$ cat config.mk
export PLATFORM = sky130hd
export DESIGN_NAME = bb3_fifo
export DESIGN_NICKNAME = d
export VERILOG_FILES = /design/src/hw/rtl/bb3_pkg.sv /design/src/hw/rtl/bb3_fifo.sv
export SDC_FILE = /design/constraint.sdc
export NUM_CORES = 1
export LEC_CHECK = 0
export ABC_CLOCK_PERIOD_IN_PS = 8600
export BUFFER_PORTS_ARGS = -buffer_cell sky130_fd_sc_hd__buf_2
export CORE_MARGIN = 5
export CORE_UTILIZATION = 57
export CTS_CLUSTER_SIZE = 10
export DETAILED_ROUTE_END_ITERATION = 10
export MAX_ROUTING_LAYER = met4
export PLACE_DENSITY = 0.79
export SKIP_LAST_GASP = 1
export SLEW_MARGIN = 20
export SYNTH_ARGS = -nofsm -noshare
export SYNTH_HDL_FRONTEND = slang
export SYNTH_SLANG_ARGS = --single-unit
$ cat constraint.sdc
create_clock -name i_clk -period 8.6 [get_ports i_clk]
set_clock_uncertainty 0.2 [all_clocks]
set_input_delay 0.43 -clock i_clk [delete_from_list [all_inputs] [get_ports i_clk]]
set_output_delay 0.43 -clock i_clk [all_outputs]
set_load 0.05 [all_outputs]
$ cat src/hw/rtl/bb3_pkg.sv
// Shared types and constants for the 3x3 box blur block.
// Used by the front end, the queue, the back end and the top level; no dependencies.
package bb3_pkg;

    // Default line length the row stores are sized for.
    localparam int DEF_MAX_WIDTH = 1024;

    // Configuration register widths, indexes and reset values.
    localparam int FW_W       = 11;
    localparam int FH_W       = 16;
    localparam int CFG_IDX_W  = 1;
    localparam int CFG_DATA_W = 16;

    localparam logic [CFG_IDX_W-1:0] REG_FRAME_WIDTH  = 1'd0;
    localparam logic [CFG_IDX_W-1:0] REG_FRAME_HEIGHT = 1'd1;

    localparam logic [FW_W-1:0] FW_RESET = 11'd1024;
    localparam logic [FH_W-1:0] FH_RESET = 16'd1024;

    // Pixel layout: red in the lowest byte, then green, then blue.
    localparam int CH_W  = 8;
    localparam int NCH   = 3;
    localparam int PIX_W = CH_W * NCH;
    localparam int NCELL = 9;
    localparam int CNT_W = 4;

    // Queue between the front and back ends.
    localparam int QDEPTH = 4;
    localparam int QCNT_W = $clog2(QDEPTH + 1);

    // One neighborhood ready for averaging: cells outside the frame are zero.
    typedef struct packed {
        logic [NCELL-1:0][PIX_W-1:0] cells;
        logic [CNT_W-1:0]            count;
        logic                        last;
    } t_win_item;

    // Queue fill status seen by both ends.
    typedef struct packed {
        logic [QCNT_W-1:0] count;
        logic              empty;
    } t_q_status;

endpackage

$ cat src/hw/rtl/bb3_fifo.sv
// Short queue of neighborhood items between the front and back ends.
// Depends on bb3_pkg for the item and status types.
module bb3_fifo
    import bb3_pkg::*;
(
    input  logic      i_clk,
    input  logic      i_rst_n,
    input  logic      i_push,
    input  t_win_item i_push_item,
    input  logic      i_pop,
    output t_win_item o_item,
    output t_q_status o_status
);

    localparam int PTR_W = (QDEPTH > 1) ? $clog2(QDEPTH) : 1;

    t_win_item         r_mem [QDEPTH];
    logic [PTR_W-1:0]  r_wp;
    logic [PTR_W-1:0]  r_rp;
    logic [QCNT_W-1:0] r_count;
    logic [PTR_W-1:0]  n_wp;
    logic [PTR_W-1:0]  n_rp;

    // Pointer advance with wrap at the queue depth.
    always_comb begin
        n_wp = (r_wp == PTR_W'(QDEPTH - 1)) ? '0 : r_wp + 1'b1;
        n_rp = (r_rp == PTR_W'(QDEPTH - 1)) ? '0 : r_rp + 1'b1;
    end

    // Storage is written only; the head is read below.
    always_ff @(posedge i_clk) begin
        if (i_push) begin
            r_mem[r_wp] <= i_push_item;
        end
    end

    // Pointers and fill count.
    always_ff @(posedge i_clk) begin
        if (!i_rst_n) begin
            r_wp    <= '0;
            r_rp    <= '0;
            r_count <= '0;
        end else begin
            if (i_push) begin
                r_wp <= n_wp;
            end
            if (i_pop) begin
                r_rp <= n_rp;
            end
            if (i_push && !i_pop) begin
                r_count <= r_count + 1'b1;
            end else if (!i_push && i_pop) begin
                r_count <= r_count - 1'b1;
            end
        end
    end

    assign o_item         = r_mem[r_rp];
    assign o_status.count = r_count;
    assign o_status.empty = (r_count == '0);

endmodule

==> results of run 1 <==
==> logic make-up after synthesis <==
| logic type | synth area share |
|---|---|
| buffers and inverters | 0.0181 |
| multiplexers | 0.154 |
| AO/OA/AOI/OAI | 0.000615 |
| flip-flops | 0.821 |
| adder cells (fa/ha/maj) | 0.00292 |
| AND/OR/NAND/NOR | 0.00254 |
| XOR/XNOR | 0.000538 |
==> routing by layer <==
layer / part of all wire / vias to the layer above / wire length, um
met4: 0.033 / 0 / 2660
met2: 0.53 / 1048 / 42800
met5: 0 / - / 0
met3: 0.093 / 154 / 7580
met1: 0.35 / 8460 / 28200
li1: - / 6696 / -
==> Yosys cell counts, drive strengths merged <==
master  count
a21boi      1
and2        5
buf        46
clkbuf      4
dfxtp       9
edfxtp    884
fa          1
ha          6
inv         4
mux2i       4
mux4      221
nor2        1
nor2b       5
nor3        2
o21a        1
o21ai       1
or3         1
xnor2       1
xor2        1
==> sequential cells by signal, summed over array words and instances (netlist names), named ones only <==
signal	cells
r_count	3
r_mem	884
r_rp	2
r_wp	2
==> cell type report <==
class / instances / area (sq um)
Sequential cell: 893 / 26700
Fill cell: 3011 / 16100
Multi-Input combinational cell: 251 / 5240
Timing Repair Buffer: 690 / 4660
Clock buffer: 137 / 2720
Tap cell: 756 / 946
Clock inverter: 6 / 88.8
Antenna cell: 16 / 40.0
Inverter: 4 / 15.0
==> worst max path at each step <==
stage	start	to	slack, ns	cells past startpoint
final	flop	o_item[211]	4.47	3
after global routing	flop	o_item[211]	4.37	3
after CTS	flop	o_item[59]	4.47	3
after detailed placement	i_push	r_mem[1][203]$_DFFE_PP_	4.99	4
after global placement	i_push	r_mem[2][203]$_DFFE_PP_	5.00	4
after floorplan	r_wp[0]$_SDFFE_PN0P_	r_mem[0][0]$_DFFE_PP_	2.23	3
==> worst reg2reg max path: cells and delay by family, from the launching register on <==
family	cells	cell delay (ns)
and+or+nand+nor	1	0.81
adders and majority gates	1	0.19
DFF	1	0.37
buffers and inverters	3	1.63
==> power groups by stage <==
| stage | registers [mW] | clock network [mW] | logic [mW] |
|---|---|---|---|
| after floorplan | 5.16 | 0 | 0.919 |
| after global routing | 5.08 | 4.07 | 1.40 |
| after CTS | 5.07 | 3.81 | 1.33 |
| after global placement | 5.13 | 0 | 1.22 |
| final | 5.08 | 3.81 | 1.35 |
| after detailed placement | 5.14 | 0 | 1.23 |
==> results.sh, run 1 <==
export IMPL_status="finished clean"
export IMPL_holdWs_ns=0.120
export IMPL_drc=0
export IMPL_crit_chain="buf_4 > mux4_2 > buf_2"
export IMPL_r2r_end="r_mem[2][179]$_DFFE_PP_"
export IMPL_worstPathArrival_ns=3.50
export IMPL_grt_pass1_wl_um=116000
export IMPL_nets=2172
export IMPL_drt_pass1_iter_count=7
export IMPL_hpwl_um=38500
export IMPL_syn_area_per_cell_sq_um=27.2
export IMPL_yosys_area_top_type_share=0.816
export IMPL_ff2ff_path_depth=5
export IMPL_grt_use_met1=0.327
export IMPL_leakagePower_nw=13.7
export IMPL_hold_end="r_wp[0]$_SDFFE_PN0P_"
export IMPL_worstHoldStart="i_push"
export IMPL_path_delay_family="buffers and inverters"
export IMPL_ant_nets=0
export IMPL_crit_required_ns=7.97
export IMPL_timing_final_crit_share=0.480
export IMPL_gp_congestion=0.770
export IMPL_slew_violations=0
export IMPL_cp_slowest_stage_delay_ns=1.09
export IMPL_antenna_found_initial=11
export IMPL_maxCapViolations=0
export IMPL_path_clk_slew_ns=0.06
export IMPL_seq_area_frac_synth=0.821
export IMPL_ios=450
export IMPL_r2r_slack_ns=4.99
export IMPL_p_int_mw=7.61
export IMPL_setup_worst_path_end_class="primary output"
export IMPL_path_buf_inv=2
export IMPL_slew_headroom=0.226
export IMPL_clkLatencyLatePin_ns=0.64
export IMPL_pre_cts_ws_ns=4.99
export IMPL_post_dp_cell_area_sq_um=35300
export IMPL_critPathLaunchType="flop"
export IMPL_numCtsBuffers=100
export IMPL_setup_slack_ns=4.47
export IMPL_grt_use_met2=0.416
export IMPL_use_met3=0.0671
export IMPL_htreeDepth=3
export IMPL_grt_pass1_vias=17387
export IMPL_yosysTopAreaCell="edfxtp_1"
export IMPL_post_route_util=0.716
export IMPL_power_frac_clock=0.373
export IMPL_port_buffer_count=449
export IMPL_die_width_um=249
export IMPL_clock_sinks=893
export IMPL_drive_gt1_frac=0.406
export IMPL_final_cell_count_no_fill=2753
export IMPL_ys_warn_count=0
export IMPL_cts_tree="built"
export IMPL_synth_fp_nets=1430
export IMPL_critPathSlowestCell="dfxtp_4"
export IMPL_synth_top_cells_by_area="edfxtp_1 82%, mux4_2 15%, buf_12 1.3%"
export IMPL_vdd_drop_max_v=0.000217
export IMPL_wirelength_um=81200
export IMPL_p_per_area_nw_per_um2=253
export IMPL_grt_max_degree=110
export IMPL_clock_fmax_mhz=242
export IMPL_combPwrFrac=0.131
export IMPL_hold_viol_final=0
export IMPL_post_cts_resized=0
export IMPL_cp_max_fo=71
export IMPL_drtIter0Drc=1615
export IMPL_start_util=0.576
export IMPL_setup_tns_ns=0
export IMPL_rows=87
export IMPL_coreArea_sq_um=56500
export IMPL_rsz0062_at_grt="false"
export IMPL_period_needed_ns=4.13
export IMPL_switchingPower_mw=2.63
export IMPL_area_growth_pct=24.2
export IMPL_worstMarginPinSlew_ns=1.16
export IMPL_vias=16358
export IMPL_clock_root_buffer="clkbuf_16"
export IMPL_die_area_sq_um=62000
export IMPL_most_common_layout_cells="884 x edfxtp_1, 449 x buf_2, 223 x dlygate4sd3_1, 221 x mux4_2, 103 x clkbuf_16"
export IMPL_hold_path_cell_count=3
export IMPL_pwr_share_seq=0.496
export IMPL_p_sw_frac=0.257
export IMPL_postLayoutCellArea_sq_um=40400
export IMPL_synth_seq_cells=893
export IMPL_dp_cells=2370
export IMPL_wl_per_cell_um=29.5
export IMPL_cts_buffer_depth=3
export IMPL_path_class="flop to primary output"
export IMPL_grt_usage=0.259
export IMPL_via_per_inst=5.94
export IMPL_busiest_layer="met2"
export IMPL_finalSetupViolations=0
export IMPL_synthesis_area_sq_um=32500
export IMPL_postCtsHoldBufs=223
export IMPL_mostFrequentLayoutCell="edfxtp_1"
export IMPL_grt_ovfl_total=0
export IMPL_die_y_um=249
export IMPL_p_total_mw=10.2
export IMPL_synth_cell_type_count=22
export IMPL_syn_inst=1198
export IMPL_cts_setup_buffers=0
export IMPL_min_path_type="primary input to flop"
export IMPL_timing_rr_start="r_wp[0]$_SDFFE_PN0P_"
Note: power is estimated with default switching activity, not from simulation.
==> inputs of run 2 (changes only) <==
Settings changed: ABC_CLOCK_PERIOD_IN_PS 8600 to 3600, CORE_UTILIZATION 57 to 51, PLACE_DENSITY 0.79 to 0.75.
Clock period 8.6 ns to 3.6 ns, I/O delays scaled along.
==> run 2 against run 1 <==
Effect of this change:
- combinational power grew 140%
- power grew 130%
- critical endpoint is now o_item[180]
- register-to-register slack lost 3.7 ns
- flip-flop and latch count is the same
- final cell count grew 3.4%
- clock-buffer cell count shrank 27
- global-route usage shrank 4.9 points
- non-clock buffer count grew 36
- largest cell class unchanged
- utilization shrank 6.8 points
==> results.sh, run 2 (same netlist as run 1, synthesis figures left out) <==
export IMPL_most_common_layout_cells="884 x edfxtp_1, 449 x buf_2, 225 x dlygate4sd3_1, 221 x mux4_2, 102 x clkbuf_16"
export IMPL_combPwrFrac=0.135
export IMPL_via_per_inst=5.59
export IMPL_final_cell_count_no_fill=2846
export IMPL_cp_slowest_stage_delay_ns=0.63
export IMPL_p_total_mw=23.9
export IMPL_numCtsBuffers=100
export IMPL_drtIter0Drc=1476
export IMPL_vias=15918
export IMPL_r2r_slack_ns=1.33
export IMPL_die_width_um=263
export IMPL_grt_use_met1=0.269
export IMPL_cts_tree="built"
export IMPL_cp_max_fo=62
export IMPL_finalSetupViolations=0
export IMPL_use_met3=0.0503
export IMPL_htreeDepth=3
export IMPL_port_buffer_count=449
export IMPL_antenna_found_initial=6
export IMPL_die_y_um=263
export IMPL_maxCapViolations=0
export IMPL_drt_pass1_iter_count=5
export IMPL_power_frac_clock=0.361
export IMPL_mostFrequentLayoutCell="edfxtp_1"
export IMPL_slew_violations=0
export IMPL_cts_setup_buffers=0
export IMPL_gp_congestion=0.782
export IMPL_postLayoutCellArea_sq_um=40900
export IMPL_setup_slack_ns=0.585
export IMPL_grt_usage=0.210
export IMPL_largest_register="r_mem"
export IMPL_hold_viol_final=0
export IMPL_status="finished clean"
export IMPL_setup_tns_ns=0
export IMPL_path_buf_inv=2
export IMPL_rows=92
export IMPL_coreArea_sq_um=63200
export IMPL_critPathSlowestCell="dfxtp_4"
export IMPL_worstMarginPinSlew_ns=0.752
export IMPL_dp_cells=2495
export IMPL_path_delay_family="buffers and inverters"
export IMPL_cts_buffer_depth=3
export IMPL_setup_worst_path_end_class="primary output"
export IMPL_vdd_drop_max_v=0.000633
export IMPL_pwr_share_seq=0.504
export IMPL_ios=450
export IMPL_rsz0062_at_grt="false"
export IMPL_min_path_type="primary input to flop"
export IMPL_crit_chain="buf_12 > mux4_2 > buf_2"
export IMPL_drive_gt1_frac=0.420
export IMPL_grt_use_met2=0.346
export IMPL_grt_ovfl_total=0
export IMPL_fillers=3967
export IMPL_grt_pass1_vias=17062
export IMPL_clkLatencyLatePin_ns=0.61
export IMPL_crit_required_ns=3.22
export IMPL_area_growth_pct=25.7
export IMPL_nets=2208
export IMPL_period_needed_ns=3.01
export IMPL_critPathLaunchType="flop"
export IMPL_drc=0
export IMPL_p_sw_frac=0.249
export IMPL_ant_nets=0
export IMPL_pre_cts_ws_ns=1.17
export IMPL_clock_fmax_mhz=332
export IMPL_worstPathArrival_ns=2.63
export IMPL_post_dp_cell_area_sq_um=35900
export IMPL_switchingPower_mw=5.95
export IMPL_wirelength_um=70800
export IMPL_grt_pass1_wl_um=107000
export IMPL_path_class="flop to primary output"
export IMPL_p_per_area_nw_per_um2=585
export IMPL_p_int_mw=18.0
export IMPL_clock_sinks=893
export IMPL_die_area_sq_um=69000
export IMPL_path_clk_slew_ns=0.05
export IMPL_timing_final_crit_share=0.837
export IMPL_leakagePower_nw=13.9
export IMPL_grt_max_degree=93
export IMPL_start_util=0.515
export IMPL_wl_per_cell_um=24.9
export IMPL_largest_reg_flops=884
export IMPL_busiest_layer="met2"
export IMPL_reg_largest_list="r_mem (884), r_count (3)"
export IMPL_slew_headroom=0.498
export IMPL_clock_root_buffer="clkbuf_16"
export IMPL_hpwl_um=42400
[run 2: power groups by stage]
stage / Combinational [mW] / Clock [mW] / Sequential (mW)
floorplan: 2.20 / 0 / 12.2
detailed placement: 3.04 / 0 / 12.3
CTS: 3.27 / 8.82 / 12.1
finish: 3.24 / 8.64 / 12.1
global route: 3.38 / 9.34 / 12.1
global placement: 3.01 / 0 / 12.2
[run 2: final timing paths]
| kind | to | cells after the start | startpoint |
|---|---|---|---|
| worst max register to register | r_mem[3][212]$_DFFE_PP_ | 3 | r_wp[0]$_SDFFE_PN0P_ |
| worst min-delay path | r_mem[1][90]$_DFFE_PP_ | 2 | i_push_item[90] |
| worst max-delay path | o_item[180] | 3 | flop |
| worst min register to register | r_count[2]$_SDFFE_PN0P_ | 2 | r_count[2]$_SDFFE_PN0P_ |
[run 2: cell type report]
type	count	area, sq um	area share
antenna	6	15.0	0.000367
clock buffer	110	2580	0.0631
clock inverter	10	126	0.00309
inverter	4	15.0	0.000367
multi-input combinational	251	5240	0.128
sequential	893	26700	0.653
tap	846	1060	0.0259
timing repair buffer	726	5140	0.126
[run 2: timing repair]
item,CTS,global route
endpoints found under the hold margin,893,0
gates resized for setup,0,0
hold buffers,225,0
[run 2: metal layers]
layer,routed length (um),up-vias
met5,0,-
met4,1340,0
met3,5780,99
met2,36700,748
met1,26900,8332
li1,-,6739
[run 2: through the flow]
stage               hold WS, ns   util
floorplan                0.0789      -
detailed placement        0.195  0.569
global route             0.0735  0.647
finish                    0.103  0.647
global placement          0.188  0.569
CTS                      0.0521  0.647
