[src/hw/rtl/bb3_pkg.sv]
// Shared types and constants for the 3x3 box blur block.
// Used by the front end, the queue, the back end and the top level; no dependencies.
package bb3_pkg;

    // Default line length the row stores are sized for.
    localparam int DEF_MAX_WIDTH = 1024;

    // Configuration register widths, indexes and reset values.
    localparam int FW_W       = 11;
    localparam int FH_W       = 16;
    localparam int CFG_IDX_W  = 1;
    localparam int CFG_DATA_W = 16;

    localparam logic [CFG_IDX_W-1:0] REG_FRAME_WIDTH  = 1'd0;
    localparam logic [CFG_IDX_W-1:0] REG_FRAME_HEIGHT = 1'd1;

    localparam logic [FW_W-1:0] FW_RESET = 11'd1024;
    localparam logic [FH_W-1:0] FH_RESET = 16'd1024;

    // Pixel layout: red in the lowest byte, then green, then blue.
    localparam int CH_W  = 8;
    localparam int NCH   = 3;
    localparam int PIX_W = CH_W * NCH;
    localparam int NCELL = 9;
    localparam int CNT_W = 4;

    // Queue between the front and back ends.
    localparam int QDEPTH = 4;
    localparam int QCNT_W = $clog2(QDEPTH + 1);

    // One neighborhood ready for averaging: cells outside the frame are zero.
    typedef struct packed {
        logic [NCELL-1:0][PIX_W-1:0] cells;
        logic [CNT_W-1:0]            count;
        logic                        last;
    } t_win_item;

    // Queue fill status seen by both ends.
    typedef struct packed {
        logic [QCNT_W-1:0] count;
        logic              empty;
    } t_q_status;

endpackage

[src/hw/rtl/bb3_back.sv]
// Back end of the box blur: channel sums, rounded division and the output register.
// Depends on bb3_pkg; pops neighborhood items from bb3_fifo.
module bb3_back
    import bb3_pkg::*;
(
    input  logic             i_clk,
    input  logic             i_rst_n,
    input  t_q_status        i_q_status,
    input  t_win_item        i_item,
    output logic             o_pop,
    output logic             o_valid,
    input  logic             i_ready,
    output logic [PIX_W-1:0] o_pixel,
    output logic             o_last
);

    localparam int SUM_W  = 12;
    localparam int NUM_W  = SUM_W + 1;
    localparam int X_W    = NUM_W - 1;
    localparam int PROD_W = 2 * X_W;

    // Reciprocals for exact floor division by 3 and 9 of the halved or quartered
    // numerators, which never exceed 2300.
    localparam logic [X_W-1:0] DIV3_MUL = 12'd2731;
    localparam int             DIV3_SH  = 13;
    localparam logic [X_W-1:0] DIV9_MUL = 12'd1821;
    localparam int             DIV9_SH  = 14;

    localparam logic [CNT_W-1:0] CNT_ONE   = 4'd1;
    localparam logic [CNT_W-1:0] CNT_TWO   = 4'd2;
    localparam logic [CNT_W-1:0] CNT_THREE = 4'd3;
    localparam logic [CNT_W-1:0] CNT_FOUR  = 4'd4;
    localparam logic [CNT_W-1:0] CNT_SIX   = 4'd6;
    localparam logic [CNT_W-1:0] CNT_NINE  = 4'd9;

    logic                        r_b0_v;
    logic [NCH-1:0][NUM_W-1:0]   r_b0_num;
    logic [CNT_W-1:0]            r_b0_count;
    logic                        r_b0_last;
    logic                        r_out_v;
    logic [PIX_W-1:0]            r_out_pixel;
    logic                        r_out_last;
    logic [NCH-1:0][NUM_W-1:0]   w_num;
    logic [PIX_W-1:0]            w_quot;
    logic                        w_b0_take;
    logic                        w_b1_take;

    // Floor of num / (2 * count): shifts for powers of two, reciprocals otherwise.
    function automatic logic [CH_W-1:0] div_round(input logic [NUM_W-1:0] num,
                                                  input logic [CNT_W-1:0] cnt);
        logic [X_W-1:0]    x;
        logic [PROD_W-1:0] prod;
        logic [CH_W-1:0]   q;
        x    = '0;
        prod = '0;
        q    = '0;
        unique case (cnt)
            CNT_ONE:   q = CH_W'(num >> 1);
            CNT_TWO:   q = CH_W'(num >> 2);
            CNT_FOUR:  q = CH_W'(num >> 3);
            CNT_THREE: begin
                x    = X_W'(num >> 1);
                prod = {{X_W{1'b0}}, x} * {{X_W{1'b0}}, DIV3_MUL};
                q    = CH_W'(prod >> DIV3_SH);
            end
            CNT_SIX: begin
                x    = X_W'(num >> 2);
                prod = {{X_W{1'b0}}, x} * {{X_W{1'b0}}, DIV3_MUL};
                q    = CH_W'(prod >> DIV3_SH);
            end
            CNT_NINE: begin
                x    = X_W'(num >> 1);
                prod = {{X_W{1'b0}}, x} * {{X_W{1'b0}}, DIV9_MUL};
                q    = CH_W'(prod >> DIV9_SH);
            end
            default:   q = '0;
        endcase
        return q;
    endfunction

    // Stage handshakes: each register moves when the one after it can take.
    assign w_b1_take = !r_out_v || i_ready;
    assign w_b0_take = !r_b0_v || w_b1_take;
    assign o_pop     = w_b0_take && !i_q_status.empty;

    // Per channel sum, doubled and offset by the count for half-up rounding.
    always_comb begin
        logic [SUM_W-1:0] sum;
        for (int ch = 0; ch < NCH; ch++) begin
            sum = '0;
            for (int k = 0; k < NCELL; k++) begin
                sum = sum + SUM_W'(i_item.cells[k][ch*CH_W +: CH_W]);
            end
            w_num[ch] = {sum, 1'b0} + NUM_W'(i_item.count);
        end
    end

    // Division of each channel.
    always_comb begin
        for (int ch = 0; ch < NCH; ch++) begin
            w_quot[ch*CH_W +: CH_W] = div_round(r_b0_num[ch], r_b0_count);
        end
    end

    // Valid bits of the two stages.
    always_ff @(posedge i_clk) begin
        if (!i_rst_n) begin
            r_b0_v  <= 1'b0;
            r_out_v <= 1'b0;
        end else begin
            if (w_b0_take) begin
                r_b0_v <= o_pop;
            end
            if (w_b1_take) begin
                r_out_v <= r_b0_v;
            end
        end
    end

    // Stage payloads.
    always_ff @(posedge i_clk) begin
        if (o_pop) begin
            r_b0_num   <= w_num;
            r_b0_count <= i_item.count;
            r_b0_last  <= i_item.last;
        end
        if (w_b1_take && r_b0_v) begin
            r_out_pixel <= w_quot;
            r_out_last  <= r_b0_last;
        end
    end

    assign o_valid = r_out_v;
    assign o_pixel = r_out_pixel;
    assign o_last  = r_out_last;

endmodule

[config.mk]
export PLATFORM = sky130hd
export DESIGN_NAME = bb3_back
export DESIGN_NICKNAME = d
export VERILOG_FILES = /design/src/hw/rtl/bb3_pkg.sv /design/src/hw/rtl/bb3_back.sv
export SDC_FILE = /design/constraint.sdc
export NUM_CORES = 1
export LEC_CHECK = 0
export BUFFER_PORTS_ARGS = -buffer_cell sky130_fd_sc_hd__buf_4
export CAP_MARGIN = 10
export CORE_MARGIN = 3
export CORE_UTILIZATION = 30
export CTS_BUF_LIST = sky130_fd_sc_hd__clkbuf_16
export DETAILED_ROUTE_END_ITERATION = 8
export PLACE_DENSITY = 0.43
export SYNTH_ARGS = -nofsm -noshare
export SYNTH_HDL_FRONTEND = slang
export SYNTH_SLANG_ARGS = --single-unit
[constraint.sdc]
create_clock -name i_clk -period 8.1 [get_ports i_clk]
set_clock_uncertainty 0.1 [all_clocks]
set_input_delay 1.62 -clock i_clk [delete_from_list [all_inputs] [get_ports i_clk]]
set_output_delay 1.62 -clock i_clk [all_outputs]
set_load 0.02 [all_outputs]
==> results of run 1 <==
state kept, by name, summed over array words and instances (netlist names):
| name | flops |
|---|---|
| r_b0_last | 1 |
| o_valid | 1 |
| r_b0_v | 1 |
| r_b0_count | 3 |
| o_last | 1 |
| r_b0_num | 37 |
| o_pixel | 24 |
synthesized netlist by cell type (all sizes together), types with 4 or more instances:
master,instances
a31oi,13
a22oi,11
a21boi,4
nand3,30
a22o,7
clkbuf,12
xnor2,103
o211a,5
o21a,16
or2,4
a21o,39
nor2b,5
a211o,7
nand4,8
o21ai,47
xor2,36
and2,4
edfxtp,66
o211ai,15
nor2,37
a211oi,7
o221ai,7
nand2b,6
nor3,29
a222oi,10
fa,465
a21oi,99
nand2,63
and3,14
nor4,4
o31ai,4
nor4b,7
o21bai,11
ha,615
inv,866
a221o,4
logic make-up (layout without fill, tap and decap cells):
kind of cell	Yosys count	count (layout)
other	0	1
adder cells (fa/ha/maj)	1080	1080
AO/OA/AOI/OAI	329	329
XOR/XNOR	139	139
buffers and inverters	879	1148
AND/OR/NAND/NOR	229	229
flip-flops	68	68
multiplexers	3	3
through the flow:
stage	instance area (µm²)	setup slack, ns	hold WS (ns)	utilization	cells
3_3_place_gp	30400	1.44	0.305	0.342	4145
2_1_floorplan	27000	1.84	0.300	-	2727
6_report	30700	1.75	0.324	0.346	4162
4_1_cts	30700	1.70	0.327	0.346	4161
5_1_grt	30700	1.35	0.342	0.346	4161
3_5_place_dp	30400	1.45	0.311	0.342	4145
per-layer routing:
layer	vias to the layer above	global-route usage	wire length (µm)	part of all wire
met1	9181	0.202	31900	0.47
li1	9197	-	-	-
met3	28	0.0193	2070	0.031
met5	-	0	0	0
met2	302	0.263	32700	0.49
met4	0	0.0205	613	0.0091
how the worst min path moves through the flow:
stage / endpoint / startpoint / slack (ns)
floorplan: o_last$_DFFE_PP_ / r_b0_last$_DFFE_PP_ / 0.30
detailed placement: o_last$_DFFE_PP_ / r_b0_last$_DFFE_PP_ / 0.31
global route: o_last$_DFFE_PP_ / r_b0_last$_DFFE_PP_ / 0.34
CTS: o_last$_DFFE_PP_ / r_b0_last$_DFFE_PP_ / 0.33
finish: o_last$_DFFE_PP_ / r_b0_last$_DFFE_PP_ / 0.32
global placement: o_last$_DFFE_PP_ / r_b0_last$_DFFE_PP_ / 0.31
area by class of cell:
| class | instances | area share |
|---|---|---|
| well taps | 1165 | 0.0475 |
| repair buffers | 266 | 0.0650 |
| inverters | 866 | 0.106 |
| clock inverters | 7 | 0.00261 |
| clock buffers | 9 | 0.00733 |
| diodes | 1 | 0.0000815 |
| multi-input cells | 1780 | 0.706 |
| flip-flops and latches | 68 | 0.0658 |
worst max-delay path: cells and delay by family, from the launching register on:
kind,cells,cell delay (ns)
AO/OA/AOI/OAI,6,1.47
XOR/XNOR,2,0.50
adder cells (fa/ha/maj),6,2.50
buffers and inverters,5,0.54
flip-flops,1,0.80
AND/OR/NAND/NOR,1,0.13
==> impl_metrics.sql, run 1 <==
INSERT INTO impl_metrics (metric_group, metric, value, unit) VALUES
('critical_path', 'worst-setup-path-type', 'reg -> reg', ''),
('critical_path', 'r2r_slack', '1.75', 'ns'),
('timing', 'timing.setup.tns', '0', 'ns'),
('detailed_routing', 'wirelength', '67300', 'µm'),
('global_route', 'vias_in_the_first_global_route', '21100', ''),
('yosys', 'synth_compound_area_frac', '0.0823', ''),
('clocking', 'clk_pin_slew_worst_paths', '0.07', 'ns'),
('clocking', 'resized_gates_after_cts', '0', ''),
('yosys', 'synth_largest_type_area_fraction', '0.345', ''),
('cells_and_area', 'n_fill_cell', '9041', ''),
('detailed_routing', 'drt-vias-per-instance', '4.49', ''),
('timing', 'final_period_minus_worst_setup_slack', '6.35', 'ns'),
('yosys', 'synth-simple-area-share', '0.0431', ''),
('yosys', 'netlist.top_cell.by_area', 'sky130_fd_sc_hd__fa_1', ''),
('cells_and_area', 'multi_input_area', '21700', 'µm²'),
('die', 'die_height', '306', 'µm'),
('yosys', 'seq_area_frac_synth', '0.0750', ''),
('worst_hold_path', 'hold-path-cell-count', '0', ''),
('timing', 'max_freq', '157', 'MHz'),
('cells_and_area', 'drive_above_1_share', '0.0998', ''),
('timing', 'slew_violations', '0', ''),
('critical_path', 'timing.critical_path.to', 'o_pixel[15]$_DFFE_PP_', ''),
('run', 'maxCapViolations', '0', ''),
('critical_path', 'cp-startpoint', 'r_b0_num[24]$_DFFE_PP_', ''),
('global_route', 'pin_count_of_the_biggest_net_entering_global_routing', '42', ''),
('critical_path', 'cp_common_cell', 'sky130_fd_sc_hd__inv_1', ''),
('die', 'die_area', '93500', 'µm²'),
('critical_path', 'critPathMaxFanout', '9', ''),
('critical_path', 'critical_path.cell_chain', 'inv_1 -> ha_1 -> xnor2_1 -> ha_1 -> inv_1 -> fa_1 -> inv_1 -> fa_1 -> inv_1 -> fa_1 -> inv_1 -> ha_1 -> a21oi_1 -> o21ai_0 -> a311oi_2 -> nor3_1 -> a2111oi_2 -> a21oi_1 -> xnor2_1 -> o221ai_1', ''),
('timing', 'tightestPinTransition', '1.01', 'ns'),
('clocking', 'clkSinkCount', '68', ''),
('die', 'start_util', '0.304', ''),
('global_route', 'global_route_wire_length_before_repair', '111000', 'µm'),
('timing', 'report.final.setup_viol', '0', ''),
('clocking', 'cts_tree', 'built', ''),
('critical_path', 'critical_path_required', '8.09', 'ns'),
('yosys', 'postSynth.topFlopCell', 'sky130_fd_sc_hd__edfxtp_1', ''),
('clocking', 'clock_latency_late_sink', '0.38', 'ns'),
('die', 'die-width', '306', 'µm'),
('critical_path', 'critical_path.max_stage_delay', '0.80', 'ns'),
('clocking', 'maximum_count_of_clock_buffers_along_a_single_path', '2', ''),
('clocking', 'cts-root-buf', 'sky130_fd_sc_hd__clkbuf_16', ''),
('yosys', 'arithmetic_cell_share_of_the_synthesized_area_counting_full_adders_half_adders_and_majority_gates', '0.631', ''),
('detailed_routing', 'detail_route.wl_per_cell', '16.2', 'µm'),
('clocking', 'cts-buffers-inserted', '9', ''),
('global_route', 'antenna_found_initial', '1', ''),
('status', 'outcome', 'finished clean', ''),
('global_route', 'total_grt_overflow', '0', ''),
('place', 'post-dp-hpwl', '59200', 'µm'),
('yosys', 'yosysWarningCount', '0', ''),
('global_route', 'grt_use_total', '0.150', ''),
('yosys', 'synth_top_family_by_area', 'adder cells', ''),
('yosys', 'netlist_instances', '2727', ''),
('critical_path', 'crit-reg2reg-capture', 'o_pixel[15]$_DFFE_PP_', ''),
('detailed_routing', 'drc_violation_count_after_routing', '0', ''),
('place', 'gp_routability_congestion', '0.824', ''),
('clocking', 'htree_levels', '3', ''),
('detailed_routing', 'drtAntennaViolNets', '0', ''),
('cells_and_area', 'sequential_cell_area', '2020', 'µm²'),
('yosys', 'synth_enable_flop_cells', '66', ''),
('place', 'portbufs', '251', ''),
('critical_path', 'rr_startpoint', 'r_b0_num[24]$_DFFE_PP_', ''),
('cells_and_area', 'mostFrequentLayoutCell', 'sky130_fd_sc_hd__inv_1', ''),
('cells_and_area', 'final_net_count', '4299', ''),
('timing', 'setup_repair_after_global_routing_missed_its_margin', 'no', ''),
('yosys', 'synth_xor_xnor_area_share', '0.0452', ''),
('detailed_routing', 'drtPass1Iterations', '5', ''),
('cells_and_area', 'layout.cells.most_common_list', '866 x sky130_fd_sc_hd__inv_1, 615 x sky130_fd_sc_hd__ha_1, 465 x sky130_fd_sc_hd__fa_1, 266 x sky130_fd_sc_hd__buf_4, 103 x sky130_fd_sc_hd__xnor2_1', ''),
('yosys', 'postSynthNetCount', '4035', ''),
('die', 'floorplan.rows', '109', ''),
('critical_path', 'setup.worst_path.end_class', 'flop', '');
Power of run 1 is not shown: default switching activity piles up to over one toggle a cycle in this logic, so the estimate is an artifact.
==> run 2: changes to the inputs <==
--- a/config.mk
+++ b/config.mk
@@ -11,7 +11,7 @@
 export CORE_UTILIZATION = 30
 export CTS_BUF_LIST = sky130_fd_sc_hd__clkbuf_16
 export DETAILED_ROUTE_END_ITERATION = 8
-export PLACE_DENSITY = 0.43
+export PLACE_DENSITY = 0.45
 export SYNTH_ARGS = -nofsm -noshare
 export SYNTH_HDL_FRONTEND = slang
 export SYNTH_SLANG_ARGS = --single-unit
==> constraint.sdc (replaced) <==
create_clock -name i_clk -period 5.8 [get_ports i_clk]
set_clock_uncertainty 0.1 [all_clocks]
set_input_delay 1.16 -clock i_clk [delete_from_list [all_inputs] [get_ports i_clk]]
set_output_delay 1.16 -clock i_clk [all_outputs]
set_load 0.02 [all_outputs]
==> run 2 against run 1 <==
Compared with the run above:
- routed wire length increased by 4.6%
- design area increased by 3.7%
- cell count increased by 3.3%
- utilization increased by 1.3 points
- sequential share of layout area decreased by 0.23 points
- worst setup slack got worse by 1.5 ns
- maximum frequency increased by 14%
- sequential cell count unchanged
- non-clock buffer count increased by 139
- critical path depth decreased by 3
- critical path type unchanged
- critical endpoint is now o_pixel[7]$_DFFE_PP_
==> impl_metrics.sql, run 2 (synthesis results as in run 1) <==
INSERT INTO impl_metrics (metric_group, metric, value, unit) VALUES
('status', 'outcome', 'finished clean', ''),
('clocking', 'clock_latency_late_sink', '0.38', 'ns'),
('critical_path', 'critPathMaxFanout', '6', ''),
('cells_and_area', 'largest_register', 'r_b0_num', ''),
('run', 'maxCapViolations', '0', ''),
('worst_hold_path', 'hold-path-cell-count', '0', ''),
('detailed_routing', 'dr.first_iter.drc_count', '683', ''),
('cells_and_area', 'mostFrequentLayoutCell', 'sky130_fd_sc_hd__inv_1', ''),
('die', 'die_area', '93500', 'µm²'),
('die', 'standard_cell_core_area', '88800', 'µm²'),
('critical_path', 'critical_path_required', '5.79', 'ns'),
('cells_and_area', 'drive_above_1_share', '0.142', ''),
('critical_path', 'setup.worst_path.end_class', 'flop', ''),
('timing', 'final_period_minus_worst_setup_slack', '5.58', 'ns'),
('global_route', 'total_grt_overflow', '0', ''),
('cells_and_area', 'largest_reg_flops', '37', ''),
('timing', 'tightestPinTransition', '1.15', 'ns'),
('timing', 'setup_repair_after_global_routing_missed_its_margin', 'no', ''),
('cells_and_area', 'layout.cells.most_common_list', '866 x sky130_fd_sc_hd__inv_1, 612 x sky130_fd_sc_hd__ha_1, 464 x sky130_fd_sc_hd__fa_1, 401 x sky130_fd_sc_hd__buf_4, 103 x sky130_fd_sc_hd__xnor2_1', ''),
('global_route', 'pin_count_of_the_biggest_net_entering_global_routing', '42', ''),
('cells_and_area', 'n_fill_cell', '9151', ''),
('critical_path', 'reg2reg_depth', '17', ''),
('detailed_routing', 'drtPass1Iterations', '5', ''),
('die', 'start_util', '0.304', ''),
('critical_path', 'startpoint_type', 'flop', ''),
('place', 'detailed_place.area', '31400', 'µm²'),
('die', 'die-width', '306', 'µm'),
('timing', 'max-slew-margin-rel', '0.229', ''),
('timing', 'slew_violations', '0', ''),
('global_route', 'antenna_found_initial', '1', ''),
('place', 'post-dp-hpwl', '64500', 'µm'),
('clocking', 'cts-root-buf', 'sky130_fd_sc_hd__clkbuf_16', ''),
('cells_and_area', 'area_delta_synth_final', '18.1', '%'),
('global_route', 'global_route_wire_length_before_repair', '114000', 'µm'),
('timing', 'final-hold-violation-count', '0', ''),
('worst_hold_path', 'hold_path.startpoint', 'r_b0_last$_DFFE_PP_', ''),
('worst_hold_path', 'worst_hold_path.endpoint', 'o_last$_DFFE_PP_', ''),
('place', 'portbufs', '251', ''),
('timing', 'timing.setup.tns', '0', 'ns'),
('place', 'gp_routability_congestion', '0.816', ''),
('clocking', 'cts_tree', 'built', ''),
('clocking', 'clkSinkCount', '68', ''),
('die', 'boundaryPins', '255', ''),
('detailed_routing', 'drc_violation_count_after_routing', '0', ''),
('worst_hold_path', 'min_path_type', 'reg -> reg', ''),
('detailed_routing', 'detail_route.wl_per_cell', '16.4', 'µm'),
('critical_path', 'worst-setup-path-type', 'reg -> reg', ''),
('clocking', 'htree_levels', '3', ''),
('global_route', 'grt_use_total', '0.157', ''),
('detailed_routing', 'wirelength', '70400', 'µm'),
('critical_path', 'r2r_slack', '0.22', 'ns'),
('critical_path', 'data_arrival_at_the_endpoint_of_the_critical_path', '5.58', 'ns'),
('die', 'die_height', '306', 'µm'),
('detailed_routing', 'drt-vias-per-instance', '4.41', ''),
('cells_and_area', 'final_net_count', '4438', ''),
('clocking', 'clk_pin_slew_worst_paths', '0.07', 'ns'),
('critical_path', 'rr_startpoint', 'r_b0_num[10]$_DFFE_PP_', ''),
('detailed_routing', 'drtAntennaViolNets', '0', ''),
('timing', 'period_utilization', '0.963', ''),
('critical_path', 'crit-reg2reg-capture', 'o_pixel[7]$_DFFE_PP_', ''),
('global_route', 'vias_in_the_first_global_route', '20800', ''),
('cells_and_area', 'fin_area', '31800', 'µm²'),
('timing', 'report.final.setup_viol', '0', ''),
('clocking', 'cts-buffers-inserted', '9', ''),
('timing', 'max_freq', '179', 'MHz'),
('clocking', 'maximum_count_of_clock_buffers_along_a_single_path', '2', ''),
('die', 'floorplan.rows', '109', ''),
('detailed_routing', 'vias', '18900', ''),
('clocking', 'cts_hold_buf', '0', '');
## run 2: cell count changes in the layout (fill, tap and decap cells not counted), moves of 2 or more
cell,delta
sky130_fd_sc_hd__ha_2,+2
sky130_fd_sc_hd__ha_1,-3
sky130_fd_sc_hd__inv_6,-2
sky130_fd_sc_hd__clkinv_4,+2
sky130_fd_sc_hd__buf_12,+3
sky130_fd_sc_hd__buf_4,+135
## run 2: critical path: stages (launching register included)
cell and delay (ns):
sky130_fd_sc_hd__edfxtp_1 0.56, sky130_fd_sc_hd__buf_4 0.25, sky130_fd_sc_hd__ha_1 0.33, sky130_fd_sc_hd__ha_1 0.30, sky130_fd_sc_hd__fa_1 0.48, sky130_fd_sc_hd__fa_1 0.50, sky130_fd_sc_hd__inv_1 0.05, sky130_fd_sc_hd__fa_1 0.47
sky130_fd_sc_hd__inv_1 0.04, sky130_fd_sc_hd__ha_1 0.28, sky130_fd_sc_hd__a211o_1 0.27, sky130_fd_sc_hd__a21oi_2 0.14, sky130_fd_sc_hd__o211ai_1 0.14, sky130_fd_sc_hd__a21o_1 0.24, sky130_fd_sc_hd__a221o_1 0.41, sky130_fd_sc_hd__a211oi_2 0.23
sky130_fd_sc_hd__xnor2_1 0.13, sky130_fd_sc_hd__a211o_1 0.38
## run 2: per-layer routing
metal  up-vias  part of all wire  track usage
li1       9477                 -            -
met1      9190              0.47        0.212
met5         -                 0            0
met4         0            0.0075       0.0168
met2       253              0.49        0.278
met3        29             0.031       0.0173
## run 2: per-stage QoR
stage          hold WS [ns]  setup WS [ns]   util  instances
2_1_floorplan         0.300        0.00122      -       2727
3_3_place_gp          0.303         -0.267  0.354       4278
3_5_place_dp          0.306         -0.254  0.354       4278
4_1_cts               0.323         0.0933  0.358       4294
5_1_grt               0.331        0.00722  0.359       4300
6_report              0.321          0.217  0.359       4301
## run 2: area by class of cell
cell class              instances  area (µm²)  share of cell area
diodes                          1        2.50           0.0000786
clock buffers                   9         225             0.00707
clock inverters                 7        83.8             0.00263
inverters                     866        3250               0.102
multi-input cells            1780       21700               0.682
flip-flops and latches         68        2020              0.0635
well taps                    1165        1460              0.0458
repair buffers                405        3080              0.0968
## run 2: worst max-delay path by stage
stage	depth (start not counted)	end	from	slack [ns]
after CTS	21	o_pixel[15]$_DFFE_PP_	r_b0_num[24]$_DFFE_PP_	0.09
final	17	o_pixel[7]$_DFFE_PP_	r_b0_num[10]$_DFFE_PP_	0.22
after global placement	19	r_b0_num[12]$_DFFE_PP_	i_item[7]	-0.27
after detailed placement	19	r_b0_num[12]$_DFFE_PP_	i_item[7]	-0.25
after floorplan	18	r_b0_num[12]$_DFFE_PP_	i_item[7]	0.001
after global routing	19	r_b0_num[12]$_DFFE_PP_	i_item[7]	0.007
## run 2: timing repair
action | in CTS | in global routing
setup endpoints to repair | 0 | 8
hold endpoints to repair | 0 | 0
resized for setup | 0 | 9
setup buffers | 0 | 6
Power of run 2 is left out for the same reason.
